===== config.mk =====
export PLATFORM = sky130hd
export DESIGN_NAME = half_float_converter
export DESIGN_NICKNAME = d
export VERILOG_FILES = /design/src/rtl/hfc_pkg.sv /design/src/rtl/half_float_converter.sv
export VERILOG_INCLUDE_DIRS = /design/src /design/src/rtl
export SDC_FILE = /design/constraint.sdc
export NUM_CORES = 1
export LEC_CHECK = 0
export ABC_CLOCK_PERIOD_IN_PS = 8350
export BUFFER_PORTS_ARGS = -buffer_cell sky130_fd_sc_hd__buf_2
export CORE_MARGIN = 10
export CORE_UTILIZATION = 61
export DETAILED_ROUTE_END_ITERATION = 7
export GPL_ROUTABILITY_DRIVEN = 0
export MAX_ROUTING_LAYER = met4
export PLACE_DENSITY = 0.94
export SLEW_MARGIN = 10
export SYNTH_ARGS = -nofsm -noshare
export SYNTH_HDL_FRONTEND = slang
export SYNTH_SLANG_ARGS = --single-unit

===== constraint.sdc =====
create_clock -name clk -period 8.35 [get_ports clk]
set_input_delay 1.67 -clock clk [delete_from_list [all_inputs] [get_ports clk]]
set_output_delay 1.67 -clock clk [all_outputs]
set_load 0.02 [all_outputs]

===== src/rtl/half_float_converter_assert.svh =====
`ifndef HALF_FLOAT_CONVERTER_ASSERT_SVH
`define HALF_FLOAT_CONVERTER_ASSERT_SVH

// assert that a condition implies a consequence in the same cycle
`define HFC_ASSERT_IMPL(label, ante, cons) \
    label: assert property (@(posedge clk) disable iff (!rst_n) (ante) |-> (cons)) \
        else $error("assertion failed");

// assert that a condition implies a consequence in the next cycle
`define HFC_ASSERT_NEXT(label, ante, cons) \
    label: assert property (@(posedge clk) disable iff (!rst_n) (ante) |=> (cons)) \
        else $error("assertion failed");

`endif


===== src/rtl/hfc_pkg.sv =====
package hfc_pkg;

    typedef enum logic {
        KIND_H2F = 1'b0,
        KIND_F2H = 1'b1
    } kind_t;

    localparam logic [31:0] H2F_SUB_BASE = 32'h3880_0000;
    localparam logic [31:0] F_INF        = 32'h7F80_0000;
    localparam logic [15:0] H_INF        = 16'h7C00;
    localparam logic [10:0] H_IMPLICIT   = 11'h400;

    function automatic logic [31:0] half_to_single(input logic [15:0] h);
        logic [31:0] sgn;
        logic [4:0]  e5;
        logic [9:0]  m;
        logic [3:0]  k;
        logic [9:0]  mn;
        logic [31:0] r;
        sgn = {h[15], 31'd0};
        e5  = h[14:10];
        m   = h[9:0];
        k   = 4'd0;
        for (int i = 9; i >= 0; i--)
        begin
            if (m[i] && k == 4'd0)
            begin
                k = 4'(10 - i);
            end
        end
        mn = 10'(m << k);
        if (e5 == 5'd0)
        begin
            if (m == 10'd0)
                r = sgn;
            else
                r = sgn | (H2F_SUB_BASE - {5'd0, k, 23'd0}) | {9'd0, mn, 13'd0};
        end
        else if (e5 == 5'd31)
            r = sgn | F_INF | {9'd0, m, 13'd0};
        else
            r = sgn | {1'b0, 8'({3'd0, e5} + 8'd112), m, 13'd0};
        return r;
    endfunction

    function automatic logic [15:0] single_to_half(input logic [31:0] f);
        logic [15:0] sgn;
        logic [7:0]  ef;
        logic [22:0] m;
        logic [4:0]  sh;
        logic [15:0] imp;
        logic [15:0] r;
        sgn = {f[31], 15'd0};
        ef  = f[30:23];
        m   = f[22:0];
        sh  = 5'(8'd126 - ef);
        imp = {5'd0, 11'(H_IMPLICIT >> (sh - 5'd13))};
        if (ef < 8'd103)
            r = sgn;
        else if (ef < 8'd113)
            r = (sgn | imp) + 16'(m >> sh);
        else if (ef <= 8'd142)
            r = (sgn | {1'b0, 5'(ef - 8'd112), 10'd0}) + {6'd0, m[22:13]};
        else if (ef != 8'd255)
            r = sgn | H_INF;
        else
            r = (sgn | H_INF) + {6'd0, m[22:13]};
        return r;
    endfunction

endpackage


===== src/rtl/half_float_converter.sv =====
// channel | signals                          | handshake
// input   | kind, half_in, float_in          | start && !busy
// result  | result_bits                      | done, one cycle
// One word per cycle; each word passes through the input and result registers
// before its result appears. busy is always low. Reset clears the valid flags only.
// The receiver cannot stall; each result is shown for exactly one cycle.
`include "half_float_converter_assert.svh"

module half_float_converter
(
    input  logic        clk,
    input  logic        rst_n,
    input  logic        start,
    output logic        busy,
    input  logic        kind,
    input  logic [15:0] half_in,
    input  logic [31:0] float_in,
    output logic        done,
    output logic [31:0] result_bits
);
    import hfc_pkg::*;

    logic        in_vld_reg;
    logic        kind_reg;
    logic [15:0] half_reg;
    logic [31:0] float_reg;
    logic        out_vld_reg;
    logic [31:0] res_reg;
    logic [31:0] res_next;

    assign busy = 1'b0;

    always_comb
    begin
        if (kind_t'(kind_reg) == KIND_H2F)
            res_next = half_to_single(half_reg);
        else
            res_next = {16'd0, single_to_half(float_reg)};
    end

    always_ff @(posedge clk or negedge rst_n)
    begin
        if (!rst_n)
        begin
            in_vld_reg  <= 1'b0;
            out_vld_reg <= 1'b0;
        end
        else
        begin
            in_vld_reg  <= start;
            out_vld_reg <= in_vld_reg;
        end
    end

    always_ff @(posedge clk)
    begin
        if (start)
        begin
            kind_reg  <= kind;
            half_reg  <= half_in;
            float_reg <= float_in;
        end
        if (in_vld_reg)
            res_reg <= res_next;
    end

    assign done        = out_vld_reg;
    assign result_bits = res_reg;

    `HFC_ASSERT_NEXT(a_start_done, start, ##1 done)
    `HFC_ASSERT_IMPL(a_f2h_upper, in_vld_reg && kind_reg, res_next[31:16] == 16'd0)
    `HFC_ASSERT_NEXT(a_done_src, in_vld_reg, done)

endmodule

Word level (Yosys, flattened, before mapping)
Cells that the tools add are included.
{ "word_totals": {"mem_count": 0, "elab_cells": 77, "romBits": 0, "ramBits": 0, "latchBits": 0, "input_bits": 52, "register_bits": 83, "output_inout_bits": 34} }
{ "op_classes": {"n_bitwise": 6, "n_reduce_logical": 20, "add_sub_neg": 8, "mul": 0, "n_div": 0, "n_lt_le_gt_ge": 3, "shift": 3, "n_eq_ne": 2, "mux": 28} }
{ "op_table": {"columns": ["cell", "count"], "rows": [
  ["32-bit 2-to-1 mux", 3],
  ["16-bit 2-to-1 mux", 5],
  ["4-bit 2-to-1 mux", 19],
  ["32-bit by 23-bit bitwise OR with 32-bit output", 2],
  ["4-bit logical NOT", 9],
  ["16-bit by 10-bit adder with 16-bit output", 2],
  ["32-bit by 31-bit bitwise OR with 32-bit output", 1],
  ["32-bit bitwise OR", 1],
  ["30-bit by 27-bit subtractor with 31-bit output, first input constant", 1],
  ["23-bit by 5-bit right shift with 16-bit output", 1],
  ["16-bit adder", 1],
  ["8-bit by 7-bit less-than comparator with 1-bit output, second input constant", 2],
  ["16-bit by 11-bit bitwise OR with 16-bit output", 1],
  ["16-bit by 15-bit bitwise OR with 16-bit output", 1],
  ["11-bit by 5-bit right shift with 11-bit output, first input constant", 1],
  ["10-bit logical NOT", 1],
  ["10-bit by 4-bit << shifter with 10-bit output", 1],
  ["1-bit logical AND", 9],
  ["5-bit by 7-bit adder with 8-bit output, second input constant", 1],
  ["8-bit <= comparator, second input constant", 1],
  ["8-bit != test, second input constant", 1],
  ["5-bit == test, second input constant", 1],
  ["5-bit logical NOT", 1],
  ["5-bit by 4-bit subtractor with 5-bit output, second input constant", 1],
  ["other kinds (3)", 3]
]} }

Depth between registers and ports, before layout
{ "depth": {"word_depth": 44, "mapped_depth": 24, "depth_no_buf": 19} }

Worst setup path after synthesis
Ideal clock, no wire load.
{ "synth_timing": {"kind": "reg2reg", "startpoint": "register float_reg[23]", "endpoint": "register res_reg[15], in the netlist result_bits[15], data pin", "path_stages_with_launch": 23, "synth_period_minus_slack_ps": 5426, "n_path_buf": 6, "t_required_ps": 8089, "setup_ps": 261, "arrival_ps": 5165, "slack_ps": 2924, "path_cell_list": "edfxtp_1 -> buf_6 -> buf_6 -> inv_1 -> buf_1 -> ha_1 -> buf_6 -> clkbuf_1 -> buf_1 -> mux2i_1 -> nand2_1 -> o21ai_0 -> o211ai_1 -> a32o_1 -> ha_1 -> o21ai_1 -> o21a_1 -> o21a_1 -> o31ai_1 -> nand4bb_1 -> xnor2_1 -> mux2_1 -> a221o_1"} }
{ "synth_between": {"elab_chain_cells": 8, "elab_cells_between_ends": 18, "cone_classes": "add/sub: 5; order compare: 3; eq/ne: 1; shift: 2; mux: 5; bitwise: 2"} }
{ "synth_rtl": {"columns": ["element", "line", "rtl"], "rows": [
  ["from (decl)", "half_float_converter.sv:26", "logic [31:0] float_reg;"],
  ["from (signal assigned)", "half_float_converter.sv:61", "float_reg <= float_in;"],
  ["5-bit subtractor", "hfc_pkg.sv:56", "sh = 5'(8'd126 - ef);"],
  ["5-bit by 4-bit subtractor with 5-bit output", "hfc_pkg.sv:57", "imp = {5'd0, 11'(H_IMPLICIT >> (sh - 5'd13))};"],
  ["11-bit by 5-bit right shift with 11-bit output", "hfc_pkg.sv:57", null],
  ["16-bit by 11-bit bitwise OR with 16-bit output", "hfc_pkg.sv:61", "r = (sgn | imp) + 16'(m >> sh);"],
  ["16-bit adder", "hfc_pkg.sv:61", null],
  ["16-bit 2-to-1 mux", "hfc_pkg.sv:60", "else if (ef < 8'd113)"],
  ["16-bit 2-to-1 mux *", "hfc_pkg.sv:58", "if (ef < 8'd103)"],
  ["16-bit 2-to-1 mux *", "half_float_converter.sv:35", "if (kind_t'(kind_reg) == KIND_H2F)"],
  ["via res_next[15]", "half_float_converter.sv:29", "logic [31:0] res_next;"],
  ["to (signal assigned)", "half_float_converter.sv:64", "res_reg <= res_next;"],
  ["to (decl)", "half_float_converter.sv:28", "logic [31:0] res_reg;"]
]} }
The timed path passes the listed nets; every way through them passes the cells marked *.
A chain may end at the register's enable or synchronous reset.

Worst setup path in the final report
Ends and elaborated chain as after synthesis.

==> results.yml <==
outcome:
  status: "finished, violations left"
  failed_checks: "DRC"
power_and_ir_drop:
  power_w: 0.00113
  vdd.ir_drop.worst_uv: 120
  leakagePower_nw: 2.32
  power-per-cell-area_nw_per_um2: 192
sta:
  period_share_pct: 70.9
  setup_viol: 0
  min_period_ns: 5.92
  slew-limit-headroom_pct: 17.4
  finClkSkew_ns: 0.00774
  holdWs_ns: 0.570
  fmax_ghz: 0.169
  rsz0062_at_grt: "no"
  hold_viol: 0
  slew_violations: 0
  worstMarginPinSlew_ns: 1.23
  setup-tns-final_ns: 0
cts:
  htreeDepth: 3
  cts_tree: "yes"
  clkTransAtPathRegs_ns: 0.08
  clkLatencyLatePin_ns: 0.35
  cts_made_buffers: 9
  postCtsResizedCells: 0
  cts_setup_buffers: 0
  cts_hold_buffers: 0
  clk_path_buf_depth: 2
  cts.sinks: 82
  root_buffer: "clkbuf_8"
global_routing:
  grt_overflow_total: 0
  grt.busiest_layer: "met2"
  grt_pass1_vias: 4169
  grt_max_degree: 51
  grt_antenna_before_repair: 0
  grt_use_met1_pct: 26.1
  grt_usage_pct: 20.1
  met2_usage_pct: 30.2
  use_met3_pct: 5.55
  grt_pass1_wl_um: 20800
synthesis:
  yosysTopAreaCellShare_pct: 45.7
  synthTopCellsByArea: "edfxtp_1 (46%), ha_1 (4.5%), mux2i_1 (4.4%)"
  ys_ff_latch: 82
  ys.warnings.count: 0
  synth_cells: 493
  ys.flop_type: "edfxtp_1"
  ys_async_sr_fraction_pct: 2.44
  syn_area_um2: 5260
  syn_nets: 565
  synth-seq-area-share_pct: 46.6
  synth-edff-count: 80
  synth_cell_types: 64
  avgSynthCellArea_um2: 10.7
  yosysTopAreaCell: "edfxtp_1"
detailed_routing:
  drtPass1Iterations: 8
  wl_um: 12900
  wl_per_cell_um: 19.0
  dr.first_iter.drc_count: 672
  via_count: 4323
  vias_per_cell: 6.39
  drcViolationCount: 1
  postRouteAntennaNets: 0
cells_and_area:
  finish.instance_area_um2: 5900
  layout_common_cells: "buf_2 (84), edfxtp_1 (80), nor2_1 (58), nand2_1 (51), a21oi_1 (30)"
  largest_reg_flops: 32
  finalNonFillerCells: 676
  final_common_cell: "buf_2"
  area_growth_pct: 12.1
  nNetsFinal: 640
  drive_above_1_share_pct: 22.1
  antenna_cells: 0
setup_path:
  startpoint_type: "flop"
  crit_arrival_ns: 6.03
  worstPathRequired_ns: 8.46
  worstSetupPathType: "reg2reg"
  cp_max_fo: 27
  cp-end-kind: "flop"
placement:
  io_buffers: 84
  dp_cells: 662
  dp_hpwl_um: 9550
  post_dp_cell_area_um2: 5720
die:
  fp.dieH_um: 113
  fp.dieW_um: 113
  dieArea_um2: 12700
  start_util_pct: 63.4
  rows: 33
  coreArea_um2: 8300
  io_pins: 86
flow_run:
  maxCapViolations: 0
worst_hold_path:
  min_path_type: "reg2reg"
kinds of logic after synthesis:
group / Yosys count / share of synthesized area (%)
AOI/OAI and AO/OA: 126 / 16.1
buffers and inverters: 33 / 3.00
muxes: 45 / 11.2
DFF: 82 / 46.6
other: 1 / 0.0713
xor gates and xnor gates: 19 / 3.45
and+or+nand+nor: 167 / 14.6
adders and majority gates: 20 / 4.90
area by class of cell:
class | count | area [um^2]
timing repair buffer | 88 | 450
clock inverter | 5 | 47.5
inverter | 9 | 33.8
sequential | 82 | 2450
multi-input combinational | 378 | 2660
fill | 563 | 2400
clock buffer | 9 | 124
tap | 105 | 131
metal layers:
layer	vias up	share of wire, %
met3	40	13
met5	-	0
met1	1949	40
met2	327	44
met4	0	2.1
li1	2007	-
report_power, final:
group | switching [W] | internal [W]
registers | 0.0000335 | 0.000495
logic | 0.000204 | 0.000141
clock network | 0.000129 | 0.000132
path summary, 6_finish.rpt:
kind | from | endpoint | slack, ns | cells past startpoint
min | half_reg[15] | result_bits[31] | 0.57 | 1
min reg2reg | half_reg[15] | result_bits[31] | 0.57 | 1
min in group asynchronous | rst_n | in_vld_reg | 1.09 | 1
max | float_reg[23] | result_bits[15] | 2.43 | 16
max reg2reg | float_reg[23] | result_bits[15] | 2.43 | 16
max in group asynchronous | rst_n | done | 7.17 | 1
stage by stage:
step | utilization [%] | setup WS (ns)
detailed placement | 68.9 | 2.57
CTS | 71.0 | 2.52
global placement | 68.9 | 2.82
floorplan | - | 2.92
finish | 71.1 | 2.43
global route | 71.1 | 2.12
synthesized netlist by cell type (5+ instances only):
library cell	n
xor2_1	5
xnor2_1	12
a211oi_1	10
nand3_1	10
o21ai_1	8
edfxtp_1	80
nor2b_1	9
nand2_1	51
nand2b_1	5
clkbuf_1	13
a22oi_1	9
o211ai_1	5
mux2_2	9
nor3_1	9
or3_1	7
nor2_1	58
mux4_2	10
ha_1	19
mux2i_1	23
o21ai_0	17
inv_1	8
o22ai_1	5
a21oi_1	30
a22o_1	5
worst max-delay path: stages (launching register included):
cell and delay (ns):
edfxtp_1 0.32, buf_4 0.32, inv_1 0.33, ha_1 1.10, mux2_2 0.43, o21ai_0 0.31
o211ai_1 0.15, a32o_1 0.35, ha_1 0.33, o21ai_1 0.09, o21a_1 0.20, o21a_1 0.21
o31ai_1 0.47, nand4bb_1 0.17, xnor2_1 0.20, mux2_1 0.34, a221o_1 0.35
No activity file was read; power rests on OpenSTA's default activity.
